## config.mk

```make
export PLATFORM = sky130hd
export DESIGN_NAME = track_row_edge_tracker_core
export DESIGN_NICKNAME = d
export VERILOG_FILES = /design/src/hw/rtl/tre_pkg.sv /design/src/hw/rtl/tre_row_store.sv /design/src/hw/rtl/tre_edge_search.sv /design/src/hw/rtl/tre_edge_resolve.sv /design/src/hw/rtl/track_row_edge_tracker_core.sv
export SDC_FILE = /design/constraint.sdc
export NUM_CORES = 2
export LEC_CHECK = 0
export BUFFER_PORTS_ARGS = -buffer_cell sky130_fd_sc_hd__buf_2
export CAP_MARGIN = 0
export CELL_PAD_IN_SITES_DETAIL_PLACEMENT = 0
export CELL_PAD_IN_SITES_GLOBAL_PLACEMENT = 1
export CORE_MARGIN = 10
export CORE_UTILIZATION = 59
export CTS_CLUSTER_DIAMETER = 50
export DETAILED_ROUTE_END_ITERATION = 6
export HOLD_SLACK_MARGIN = 0.1
export PLACE_DENSITY_LB_ADDON = 0.1
export SLEW_MARGIN = 20
export SYNTH_ARGS = -nofsm -noshare
export SYNTH_HDL_FRONTEND = slang
export SYNTH_HIERARCHICAL = 1
export SYNTH_SLANG_ARGS = --single-unit
```

## constraint.sdc

```tcl
create_clock -name clk -period 32 [get_ports clk]
set_clock_uncertainty 0.2 [all_clocks]
set_input_delay 8 -clock clk [delete_from_list [all_inputs] [get_ports clk]]
set_output_delay 8 -clock clk [all_outputs]
set_load 0.02 [all_outputs]
```

## src/hw/rtl/tre_pkg.sv

```systemverilog
// Shared constants, types and helpers of the track row edge tracker.
package tre_pkg;

  localparam int ROW_COUNT    = 60;
  localparam int ROW_WIDTH    = 80;
  localparam int HALF_WIDTH   = 40;
  localparam int IDX_W        = 6;
  localparam int ROW_W        = $clog2(ROW_COUNT);
  localparam int COL_W        = $clog2(ROW_WIDTH);
  localparam int EDGE_W       = 9;
  localparam int WIDE_W       = 11;
  localparam int OFF_W        = 10;
  localparam int CENTER_W     = 7;
  localparam int CLS_W        = 3;
  localparam int SEARCH_MIN   = 3;
  localparam int SEARCH_MAX   = ROW_WIDTH - 4;
  localparam int WHITE_PROBE  = 46;
  localparam int START_RESET  = 40;
  localparam int CENTER_RESET = 40;
  localparam int EDGE_MIN     = -256;
  localparam int EDGE_MAX     = 255;

  typedef logic [IDX_W-1:0]            idx_t;
  typedef logic [ROW_W-1:0]            row_t;
  typedef logic [COL_W-1:0]            col_t;
  typedef logic [ROW_WIDTH-1:0]        pix_t;
  typedef logic [HALF_WIDTH-1:0]       half_t;
  typedef logic signed [EDGE_W-1:0]    edge_t;
  typedef logic signed [WIDE_W-1:0]    wide_t;
  typedef logic signed [OFF_W-1:0]     off_t;
  typedef logic [CENTER_W-1:0]         center_t;

  typedef enum logic [CLS_W-1:0] {
    CLS_WHITE = 3'd0,
    CLS_BOTH  = 3'd1,
    CLS_LEFT  = 3'd2,
    CLS_RIGHT = 3'd3,
    CLS_BLACK = 3'd4
  } cls_t;

  // Per-row history word.
  typedef struct packed {
    edge_t start;
    edge_t left;
    edge_t right;
  } entry_t;

  // Outcome of the edge search on one row.
  typedef struct packed {
    logic  found_l;
    logic  found_r;
    edge_t left;
    edge_t right;
    logic  blk;
    logic  wht;
  } srch_t;

  // Final answer for one row plus the history write.
  typedef struct packed {
    edge_t left;
    edge_t right;
    off_t  offset;
    cls_t  cls;
    logic  white;
    logic  store;
    edge_t mid;
  } res_t;

  localparam entry_t ENTRY_RESET = '{
    start: EDGE_W'(START_RESET),
    left:  '0,
    right: EDGE_W'(ROW_WIDTH)
  };

  function automatic edge_t col_to_edge(col_t c);
    return edge_t'(c);
  endfunction

  function automatic edge_t sat_edge(wide_t v);
    edge_t r;
    if (v < wide_t'(EDGE_MIN)) begin
      r = edge_t'(EDGE_MIN);
    end else if (v > wide_t'(EDGE_MAX)) begin
      r = edge_t'(EDGE_MAX);
    end else begin
      r = edge_t'(v);
    end
    return r;
  endfunction

endpackage

```

## src/hw/rtl/tre_row_store.sv

```systemverilog
// Per-row history memory with valid bits and same-row write forwarding.
module tre_row_store (
  input  logic            clk,
  input  logic            rst,
  input  logic            rd_en,
  input  tre_pkg::row_t   rd_row,
  input  logic            wr_en,
  input  tre_pkg::row_t   wr_row,
  input  tre_pkg::entry_t wr_data,
  output tre_pkg::entry_t rd_data
);
  import tre_pkg::*;

  entry_t               mem [ROW_COUNT];
  logic [ROW_COUNT-1:0] vld;
  entry_t               rd_q;
  entry_t               wr_q;
  logic                 rd_vld;
  logic                 fwd;

  always_ff @(posedge clk) begin
    if (wr_en) begin
      mem[wr_row] <= wr_data;
    end
    if (rd_en) begin
      rd_q <= mem[rd_row];
      wr_q <= wr_data;
    end
  end

  always_ff @(posedge clk) begin
    if (rst) begin
      vld    <= '0;
      rd_vld <= 1'b0;
      fwd    <= 1'b0;
    end else begin
      if (wr_en) begin
        vld[wr_row] <= 1'b1;
      end
      if (rd_en) begin
        rd_vld <= vld[rd_row];
        fwd    <= wr_en && (wr_row == rd_row);
      end
    end
  end

  // Unwritten rows read as their reset history.
  assign rd_data = fwd ? wr_q : (rd_vld ? rd_q : ENTRY_RESET);

endmodule

```

## src/hw/rtl/tre_edge_search.sv

```systemverilog
// Edge search: clamp the start column and priority-encode the boundaries.
module tre_edge_search (
  input  tre_pkg::pix_t  pix,
  input  tre_pkg::edge_t start,
  output tre_pkg::srch_t srch
);
  import tre_pkg::*;

  localparam int PAD = 3;

  logic [ROW_WIDTH+2*PAD-1:0] pe;
  edge_t                      s_c;
  col_t                       col;
  logic                       start_blk;
  logic [ROW_WIDTH-1:0]       up_pat;
  logic [ROW_WIDTH-1:0]       dn_pat;
  logic                       up_hit;
  logic                       dn_hit;
  col_t                       up_idx;
  col_t                       dn_idx;

  // Pad with white on both sides; column c sits at pe[c+PAD].
  assign pe = {{PAD{1'b0}}, pix, {PAD{1'b0}}};

  always_comb begin
    if (start < edge_t'(SEARCH_MIN)) begin
      s_c = edge_t'(SEARCH_MIN);
    end else if (start > edge_t'(SEARCH_MAX)) begin
      s_c = edge_t'(SEARCH_MAX);
    end else begin
      s_c = start;
    end
    col       = COL_W'(s_c);
    start_blk = pix[col];
  end

  // Boundary patterns, limited to the search span and masked by the start.
  always_comb begin
    for (int i = 0; i < ROW_WIDTH; i++) begin
      if (start_blk) begin
        up_pat[i] = pe[i+PAD] & ~pe[i+PAD+1] & ~pe[i+PAD+2] & ~pe[i+PAD+3];
        dn_pat[i] = pe[i+PAD] & ~pe[i+PAD-1] & ~pe[i+PAD-2] & ~pe[i+PAD-3];
      end else begin
        up_pat[i] = ~pe[i+PAD] & pe[i+PAD+1] & pe[i+PAD+2] & pe[i+PAD+3];
        dn_pat[i] = ~pe[i+PAD] & pe[i+PAD-1] & pe[i+PAD-2] & pe[i+PAD-3];
      end
      if (i < SEARCH_MIN || i > SEARCH_MAX) begin
        up_pat[i] = 1'b0;
        dn_pat[i] = 1'b0;
      end
      if (COL_W'(i) < col) begin
        up_pat[i] = 1'b0;
      end
      if (COL_W'(i) > col) begin
        dn_pat[i] = 1'b0;
      end
    end
  end

  // Nearest hit above and below the start.
  always_comb begin
    up_hit = 1'b0;
    up_idx = '0;
    for (int i = ROW_WIDTH - 1; i >= 0; i--) begin
      if (up_pat[i]) begin
        up_hit = 1'b1;
        up_idx = COL_W'(i);
      end
    end
    dn_hit = 1'b0;
    dn_idx = '0;
    for (int i = 0; i < ROW_WIDTH; i++) begin
      if (dn_pat[i]) begin
        dn_hit = 1'b1;
        dn_idx = COL_W'(i);
      end
    end
  end

  always_comb begin
    srch.left  = '0;
    srch.right = edge_t'(ROW_WIDTH);
    if (start_blk) begin
      srch.found_l = up_hit;
      srch.found_r = dn_hit;
      if (up_hit) begin
        srch.left = col_to_edge(up_idx) + edge_t'(1);
      end
      if (dn_hit) begin
        srch.right = col_to_edge(dn_idx) - edge_t'(1);
      end
    end else begin
      srch.found_l = dn_hit;
      srch.found_r = up_hit;
      if (dn_hit) begin
        srch.left = col_to_edge(dn_idx) - edge_t'(1);
      end
      if (up_hit) begin
        srch.right = col_to_edge(up_idx) + edge_t'(1);
      end
    end
    srch.blk = pe[SEARCH_MIN+PAD] & pe[SEARCH_MAX+PAD];
    srch.wht = ~pe[SEARCH_MIN+PAD] & ~pe[WHITE_PROBE+PAD] & ~pe[SEARCH_MAX+PAD];
  end

endmodule

```

## src/hw/rtl/tre_edge_resolve.sv

```systemverilog
// Edge resolve: classify, extrapolate a missing edge, saturate, form the offset.
module tre_edge_resolve (
  input  tre_pkg::srch_t   srch,
  input  tre_pkg::entry_t  prev,
  input  tre_pkg::center_t center,
  output tre_pkg::res_t    res
);
  import tre_pkg::*;

  wide_t l_w;
  wide_t r_w;
  edge_t l_s;
  edge_t r_s;
  wide_t sum;
  wide_t half;
  wide_t off_w;
  logic  none;

  always_comb begin
    none = ~srch.found_l & ~srch.found_r;
    l_w  = wide_t'(srch.left);
    r_w  = wide_t'(srch.right);
    if (srch.found_l && !srch.found_r) begin
      r_w = wide_t'(prev.right) + (wide_t'(srch.left) - wide_t'(prev.left));
    end else if (!srch.found_l) begin
      l_w = wide_t'(prev.left) + (wide_t'(srch.right) - wide_t'(prev.right));
    end
    l_s   = sat_edge(l_w);
    r_s   = sat_edge(r_w);
    sum   = wide_t'(l_s) + wide_t'(r_s);
    // Round toward zero: bias negative sums before the shift.
    half  = (sum + wide_t'(sum[WIDE_W-1])) >>> 1;
    off_w = wide_t'({1'b0, center}) - half;

    res.left   = l_s;
    res.right  = r_s;
    res.offset = OFF_W'(off_w);
    res.white  = 1'b0;
    res.store  = 1'b1;
    res.mid    = EDGE_W'(half);
    if (srch.found_l && srch.found_r) begin
      res.cls = CLS_BOTH;
    end else if (srch.found_l) begin
      res.cls = CLS_LEFT;
    end else begin
      res.cls = CLS_RIGHT;
    end

    if (none && (srch.blk || srch.wht)) begin
      res.left   = '0;
      res.right  = edge_t'(ROW_WIDTH);
      res.offset = '0;
      res.store  = 1'b0;
      if (srch.blk) begin
        res.cls = CLS_BLACK;
      end else begin
        res.cls   = CLS_WHITE;
        res.white = 1'b1;
      end
    end
  end

endmodule

```

## src/hw/rtl/track_row_edge_tracker_core.sv

```systemverilog
// Top level of the track row edge tracker: sequencer, history memory and result register.
//
// Usage:
//   Input channel (in_valid / in_stall): one item is one binarized camera row,
//   pixels_low holds columns 0..39 and pixels_high columns 40..79 (1 = black),
//   with its row_index; indexes at or above the row count wrap back by it.
//   Output channel (out_valid / out_stall): one result item per input item
//   with both edges, the row class, the all-white flag and the steering offset.
//   Configuration: cfg_wr_en / cfg_wr_data write center_column; write it only
//   while no item is in flight.
// Item sequence:
//   An accepted item is read from the history memory as it is taken, its
//   search outcome is registered in S_SRCH, and in S_FIN it is resolved,
//   written back and loaded into the result register. The next item is
//   taken in the same cycle the previous one finishes: the read-search-resolve
//   sequence around the history memory holds one item at a time.
//   Same-row back-to-back items see the just-written history by forwarding.
// Reset: clears the sequencer and the result valid flag, loads center_column
//   with 40 and marks every row of the history as unwritten, which reads as
//   start 40, left 0, right 80. No clearing pass is needed.
// Stall: a held result blocks the resolve step; the sequencer and the input
//   side hold until the result register is free again.
module track_row_edge_tracker_core (
  input  logic              clk,
  input  logic              rst,
  input  logic              cfg_wr_en,
  input  tre_pkg::center_t  cfg_wr_data,
  input  logic              in_valid,
  output logic              in_stall,
  input  tre_pkg::idx_t     row_index,
  input  tre_pkg::half_t    pixels_low,
  input  tre_pkg::half_t    pixels_high,
  output logic              out_valid,
  input  logic              out_stall,
  output tre_pkg::edge_t    left_edge,
  output tre_pkg::edge_t    right_edge,
  output tre_pkg::off_t     steer_offset,
  output logic [2:0]        row_class,
  output logic              all_white
);
  import tre_pkg::*;

  typedef enum logic [1:0] {
    S_IDLE,
    S_SRCH,
    S_FIN
  } state_t;

  state_t  state;
  center_t center;
  pix_t    pix;
  row_t    row;
  row_t    row_in;
  srch_t   srch;
  srch_t   srch_q;
  entry_t  rd_entry;
  entry_t  prev_q;
  entry_t  wr_entry;
  res_t    res;
  logic    in_accept;
  logic    fin_go;
  logic    wr_en;

  // Wrap the incoming row number into the history range.
  always_comb begin
    if (row_index >= IDX_W'(ROW_COUNT)) begin
      row_in = ROW_W'(row_index - IDX_W'(ROW_COUNT));
    end else begin
      row_in = ROW_W'(row_index);
    end
  end

  // Resolve may finish once the result register is free or being drained.
  assign fin_go = ~out_valid | ~out_stall;

  always_comb begin
    unique case (state)
      S_IDLE:  in_stall = 1'b0;
      S_SRCH:  in_stall = 1'b1;
      S_FIN:   in_stall = ~fin_go;
      default: in_stall = 1'b1;
    endcase
  end

  assign in_accept = in_valid & ~in_stall;
  assign wr_en     = (state == S_FIN) & fin_go & res.store;
  assign wr_entry  = '{start: res.mid, left: res.left, right: res.right};

  always_ff @(posedge clk) begin
    if (rst) begin
      center <= CENTER_W'(CENTER_RESET);
    end else if (cfg_wr_en) begin
      center <= cfg_wr_data;
    end
  end

  tre_row_store u_store (
    .clk     (clk),
    .rst     (rst),
    .rd_en   (in_accept),
    .rd_row  (row_in),
    .wr_en   (wr_en),
    .wr_row  (row),
    .wr_data (wr_entry),
    .rd_data (rd_entry)
  );

  tre_edge_search u_search (
    .pix   (pix),
    .start (rd_entry.start),
    .srch  (srch)
  );

  tre_edge_resolve u_resolve (
    .srch   (srch_q),
    .prev   (prev_q),
    .center (center),
    .res    (res)
  );

  // Item payload: capture on accept, hold the search outcome for resolve.
  always_ff @(posedge clk) begin
    if (in_accept) begin
      pix <= {pixels_high, pixels_low};
      row <= row_in;
    end
    if (state == S_SRCH) begin
      srch_q <= srch;
      prev_q <= rd_entry;
    end
  end

  // Sequencer and result register.
  always_ff @(posedge clk) begin
    if (rst) begin
      state     <= S_IDLE;
      out_valid <= 1'b0;
    end else begin
      // Drop the drained result unless resolve refills the register now.
      if (out_valid && !out_stall && state != S_FIN) begin
        out_valid <= 1'b0;
      end
      unique case (state)
        S_IDLE: begin
          if (in_accept) begin
            state <= S_SRCH;
          end
        end
        S_SRCH: begin
          state <= S_FIN;
        end
        S_FIN: begin
          if (fin_go) begin
            out_valid    <= 1'b1;
            left_edge    <= res.left;
            right_edge   <= res.right;
            steer_offset <= res.offset;
            row_class    <= res.cls;
            all_white    <= res.white;
            state        <= in_accept ? S_SRCH : S_IDLE;
          end
        end
        default: begin
          state <= S_IDLE;
        end
      endcase
    end
  end

endmodule

```

Word-level counts from Yosys, hierarchy flattened

Memory sizes are Yosys's and may differ from the RTL's. A register that Yosys moved wholly into a read port is not among the register bits.
Index checks and enable logic that the tools add are counted.

Register bits after elaboration: 257
Bits in writable memories: 1620
Input bits: 98
Output and inout port bits: 34
Word-level logic and storage cells: 1681
Memories: 1

Memories:

| name        | depth | width | rd ports | clocked after Yosys merged registers in | wr ports | RTL line            | RTL |
|---|---|---|---|---|---|---|---|
| u_store.mem | 60    | 27    | 1        | 1                                       | 1        | tre_row_store.sv:14 | `entry_t mem [ROW_COUNT];` |

$add $sub $neg: 10
$lt $le $gt $ge: 159
Eq/ne operators: 6
Mux-type cells: 630
Bitwise logic cells: 838
Reduce and logical (&&, ||, !) cells: 13

Operators by type and width:

| operator            | count |
|---|---|
| $and 1x1->1         | 749 |
| $mux 7              | 89 |
| $mux 1              | 455 |
| $gt 6x7->1 const A  | 32 |
| $lt 6x7->1 const A  | 32 |
| $mux 6              | 33 |
| $gt 5x7->1 const A  | 16 |
| $lt 5x7->1 const A  | 16 |
| $gt 7x7->1 const A  | 13 |
| $lt 7x7->1 const A  | 13 |
| $not 1->1           | 87 |
| $mux 5              | 16 |
| $mux 9              | 8 |
| $or 60x60->60       | 1 |
| $gt 4x7->1 const A  | 8 |
| $lt 4x7->1 const A  | 8 |
| $mux 27             | 2 |
| $mux 11             | 3 |
| $mux 33             | 1 |
| $mux 4              | 8 |
| $gt 3x7->1 const A  | 4 |
| $lt 3x7->1 const A  | 4 |
| $add 9x10->11       | 2 |
| $gt 11x9->1 const B | 2 |
| other kinds (35)    | 54 |

Logic depth before layout (Yosys ltp)

Depth after elaboration: 86
Depth in mapped cells: 37
Gate-level depth less buffers: 35

Hierarchy

The synthesis kept the hierarchy.

By module, submodules not included:

| module                      | times used | cells an instance | area each (µm²) | seq. area each (µm²) |
|---|---|---|---|---|
| tre_row_store               | 1          | 2873              | 66112.2         | 51509.4 |
| tre_edge_search             | 1          | 1619              | 9962.1          | 0.0 |
| track_row_edge_tracker_core | 1          | 213               | 5497.8          | 5215.0 |
| tre_edge_resolve            | 1          | 495               | 3582.2          | 0.0 |

Least setup slack after synthesis

OpenSTA, ideal clock, no wires.

Path kind: input -> register
Start point: input out_stall
End point: register u_store.rd_vld
Setup time: 107 ps
Arrival: 19371 ps
Required time: 31693 ps
Setup slack: 12322 ps
Cell stages on the path: 4
Path buffers: 0
Cell sequence: and3_4 nor3b_1 nand4_1 a31oi_1

Cells in the longest elaborated chain, start to end: 6

Ends and longest elaborated chain:

| element                | RTL line                          | RTL |
|---|---|---|
| start: declaration     | track_row_edge_tracker_core.sv:34 | `input logic out_stall,` |
| $not 1->1              | track_row_edge_tracker_core.sv:74 | `assign fin_go = ~out_valid \| ~out_stall;` |
| $or 1x1->1             | track_row_edge_tracker_core.sv:74 |  |
| $not 1->1              | track_row_edge_tracker_core.sv:80 | `S_FIN: in_stall = ~fin_go;` |
| $pmux 1 s2             | track_row_edge_tracker_core.sv:77 | `unique case (state)` |
| $not 1->1              | track_row_edge_tracker_core.sv:85 | `assign in_accept = in_valid & ~in_stall;` |
| $and 1x1->1            | track_row_edge_tracker_core.sv:85 |  |
| named net in_accept    | track_row_edge_tracker_core.sv:60 | `logic in_accept;` |
| end signal: assignment | tre_row_store.sv:41               | `rd_vld <= vld[rd_row];` |
| end: declaration       | tre_row_store.sv:18               | `logic rd_vld;` |

The timed path passes the listed nets, and every way through them passes these cells.
A chain may end at the register's enable or synchronous reset.

Worst setup path after layout

Start point: input out_stall
End point: output in_stall

Cells in the longest elaborated chain, start to end: 4

Ends and longest elaborated chain:

| element          | RTL line                          | RTL |
|---|---|---|
| $not 1->1        | track_row_edge_tracker_core.sv:74 |  |
| $or 1x1->1       | track_row_edge_tracker_core.sv:74 |  |
| $not 1->1        | track_row_edge_tracker_core.sv:80 |  |
| $pmux 1 s2       | track_row_edge_tracker_core.sv:77 |  |
| end: declaration | track_row_edge_tracker_core.sv:29 | `output logic in_stall,` |

Every way passes these cells.

==> impl_metrics.yaml <==
run_status:
  outcome: "finished, final reports clean"
synth:
  synth_warnings: 6
  syn_area_per_cell_um2: 16.4
  netlist_area_um2: 84900
  synthCells: 5191
clock_tree:
  cts-root-buf: "clkbuf_16"
  cts_setup_buffers: 0
  cts.path.max_buffers: 3
  h-tree-depth: 4
  worst_skew_pair.late_latency_ns: 0.83
  clk_pin_slew_worst_paths_ns: 0.06
  postCtsHoldBufs: 0
  cts_resized: 0
  cts.sinks: 1904
  cts_buffers: 190
  cts_tree: "yes"
sta:
  slew_violations: 0
  worst_pin_slew_ns: 1.06
  setup_ws_ns: 15.14
  fin_crit_ns: 16.86
  hold_viol: 0
  fmax_mhz: 59.3
  setup_viol: 0
  rsz0062_at_grt: "false"
  fin_crit_sh_pct: 52.7
  timing.slew.headroom_pct: 29.0
  finalSetupTns_ns: 0
route:
  drt_iter0_drc: 5862
  ant_nets: 0
  drt-total-wl_um: 235000
  wire_per_inst_um: 31.7
  avgViaCountPerCell: 6.78
  firstDrtPassIters: 7
  vias: 50300
  drc: 0
layout:
  final_cells: 7418
  drive_gt1_share_pct: 22.4
  postLayoutCoreUtil_pct: 65.9
  area_growth_pct: 11.3
  nets: 5506
  design_area_um2: 94500
global_route:
  grt_pass1_wl_um: 342000
  grt_pass1_vias: 49400
  antenna_found_initial: 5
  grt_max_degree: 132
  grt_overflow: 0
  grt_usage_pct: 29.4
floorplan:
  rows: 139
  pin_count: 132
  coreArea_um2: 143000
  die_w_um: 399
  die_area_um2: 159000
  die_h_um: 399
  start_util_pct: 59.2
critical_path:
  critPathKind: "in2out"
  crit_fanout: 3
  start_kind: "input pin"
  endpoint_kind: "primary output"
  required_ns: 23.80
  cp_data_arrival_time_ns: 8.66
worst_hold_path:
  hold_path_class: "reg2reg"
place:
  gp_congestion: 0.961
  dp.cells: 7055
  numPortBuffers: 131
  dpl_worst_slack_ns: 15.14
  hpwlAfterDp_um: 143000
  placed_area_um2: 88200
power:
  p_per_area_nw_per_um2: 78.2
  ir_drop_mv: 0.488
  leakage_nw: 31.1
run:
  maxCapViolCount: 0
-- per-stage QoR --
stage | total power, mW | hold WS, ns
2_1_floorplan | 4.56 | 0.235
3_3_place_gp | 5.18 | 0.244
3_5_place_dp | 5.24 | 0.252
4_1_cts | 7.42 | 0.267
5_1_grt | 7.67 | 0.290
6_report | 7.39 | 0.269
-- report_power, final --
part | internal [mW] | switching (mW)
logic | 0.429 | 1.29
registers | 3.44 | 0.0320
clock network | 1.25 | 0.947
-- registers in the layout, indices dropped and copies added (netlist names) --
signal	flops
left_edge	9
u_store/wr_q	27
prev_q	18
u_store/rd_vld	1
steer_offset	10
out_valid	1
all_white	1
state	2
u_store/rd_q	27
srch_q	22
u_store/mem	1620
right_edge	9
u_store/vld	60
row_class	3
pix	80
row	6
u_store/fwd	1
center	7
-- final timing paths --
check                   from               to  slack, ns  cells past startpoint
min reg2reg  u_store/vld[23]  u_store/vld[23]       0.27                      2
max reg2reg      u_store/fwd       srch_q[17]      22.54                     24
max                out_stall         in_stall      15.14                      4
min          u_store/vld[23]  u_store/vld[23]       0.27                      2
-- final cells by class --
type                            count  area [um^2]
Timing Repair Buffer              275         1970
Antenna cell                        5         12.5
Clock buffer                      238         4990
Multi-Input combinational cell   2838        26900
Fill cell                        9921        48800
Clock inverter                    119         1260
Sequential cell                  1904        56500
Tap cell                         1903         2380
Inverter                          136          512
-- critical path, cell delays in order --
cell and delay (ns):
buf_2 0.11, and3_4 0.19, or2_1 0.20, buf_2 0.16
-- per-layer routing --
metal	GRT usage, %	part of all wire, %
met2	46.5	48
met4	10.2	3.7
met3	4.68	9.0
met1	42.1	40
met5	0	0
-- placed cells by master (no fill, tap or decap), types with 54 or more instances in the layout --
cell type     n
dfxtp_1      72
nor3_1       89
nand2b_1     73
buf_4       130
nand3_1     100
buf_2       129
nor4_1       54
nor2_1      357
nor2_4       66
mux2i_1     145
nand2_1     226
clkbuf_16   191
mux4_2      484
o21ai_0      90
nor2b_1      62
a21oi_1     157
inv_1       130
edfxtp_1   1832
(Power assumes the default switching activity.)
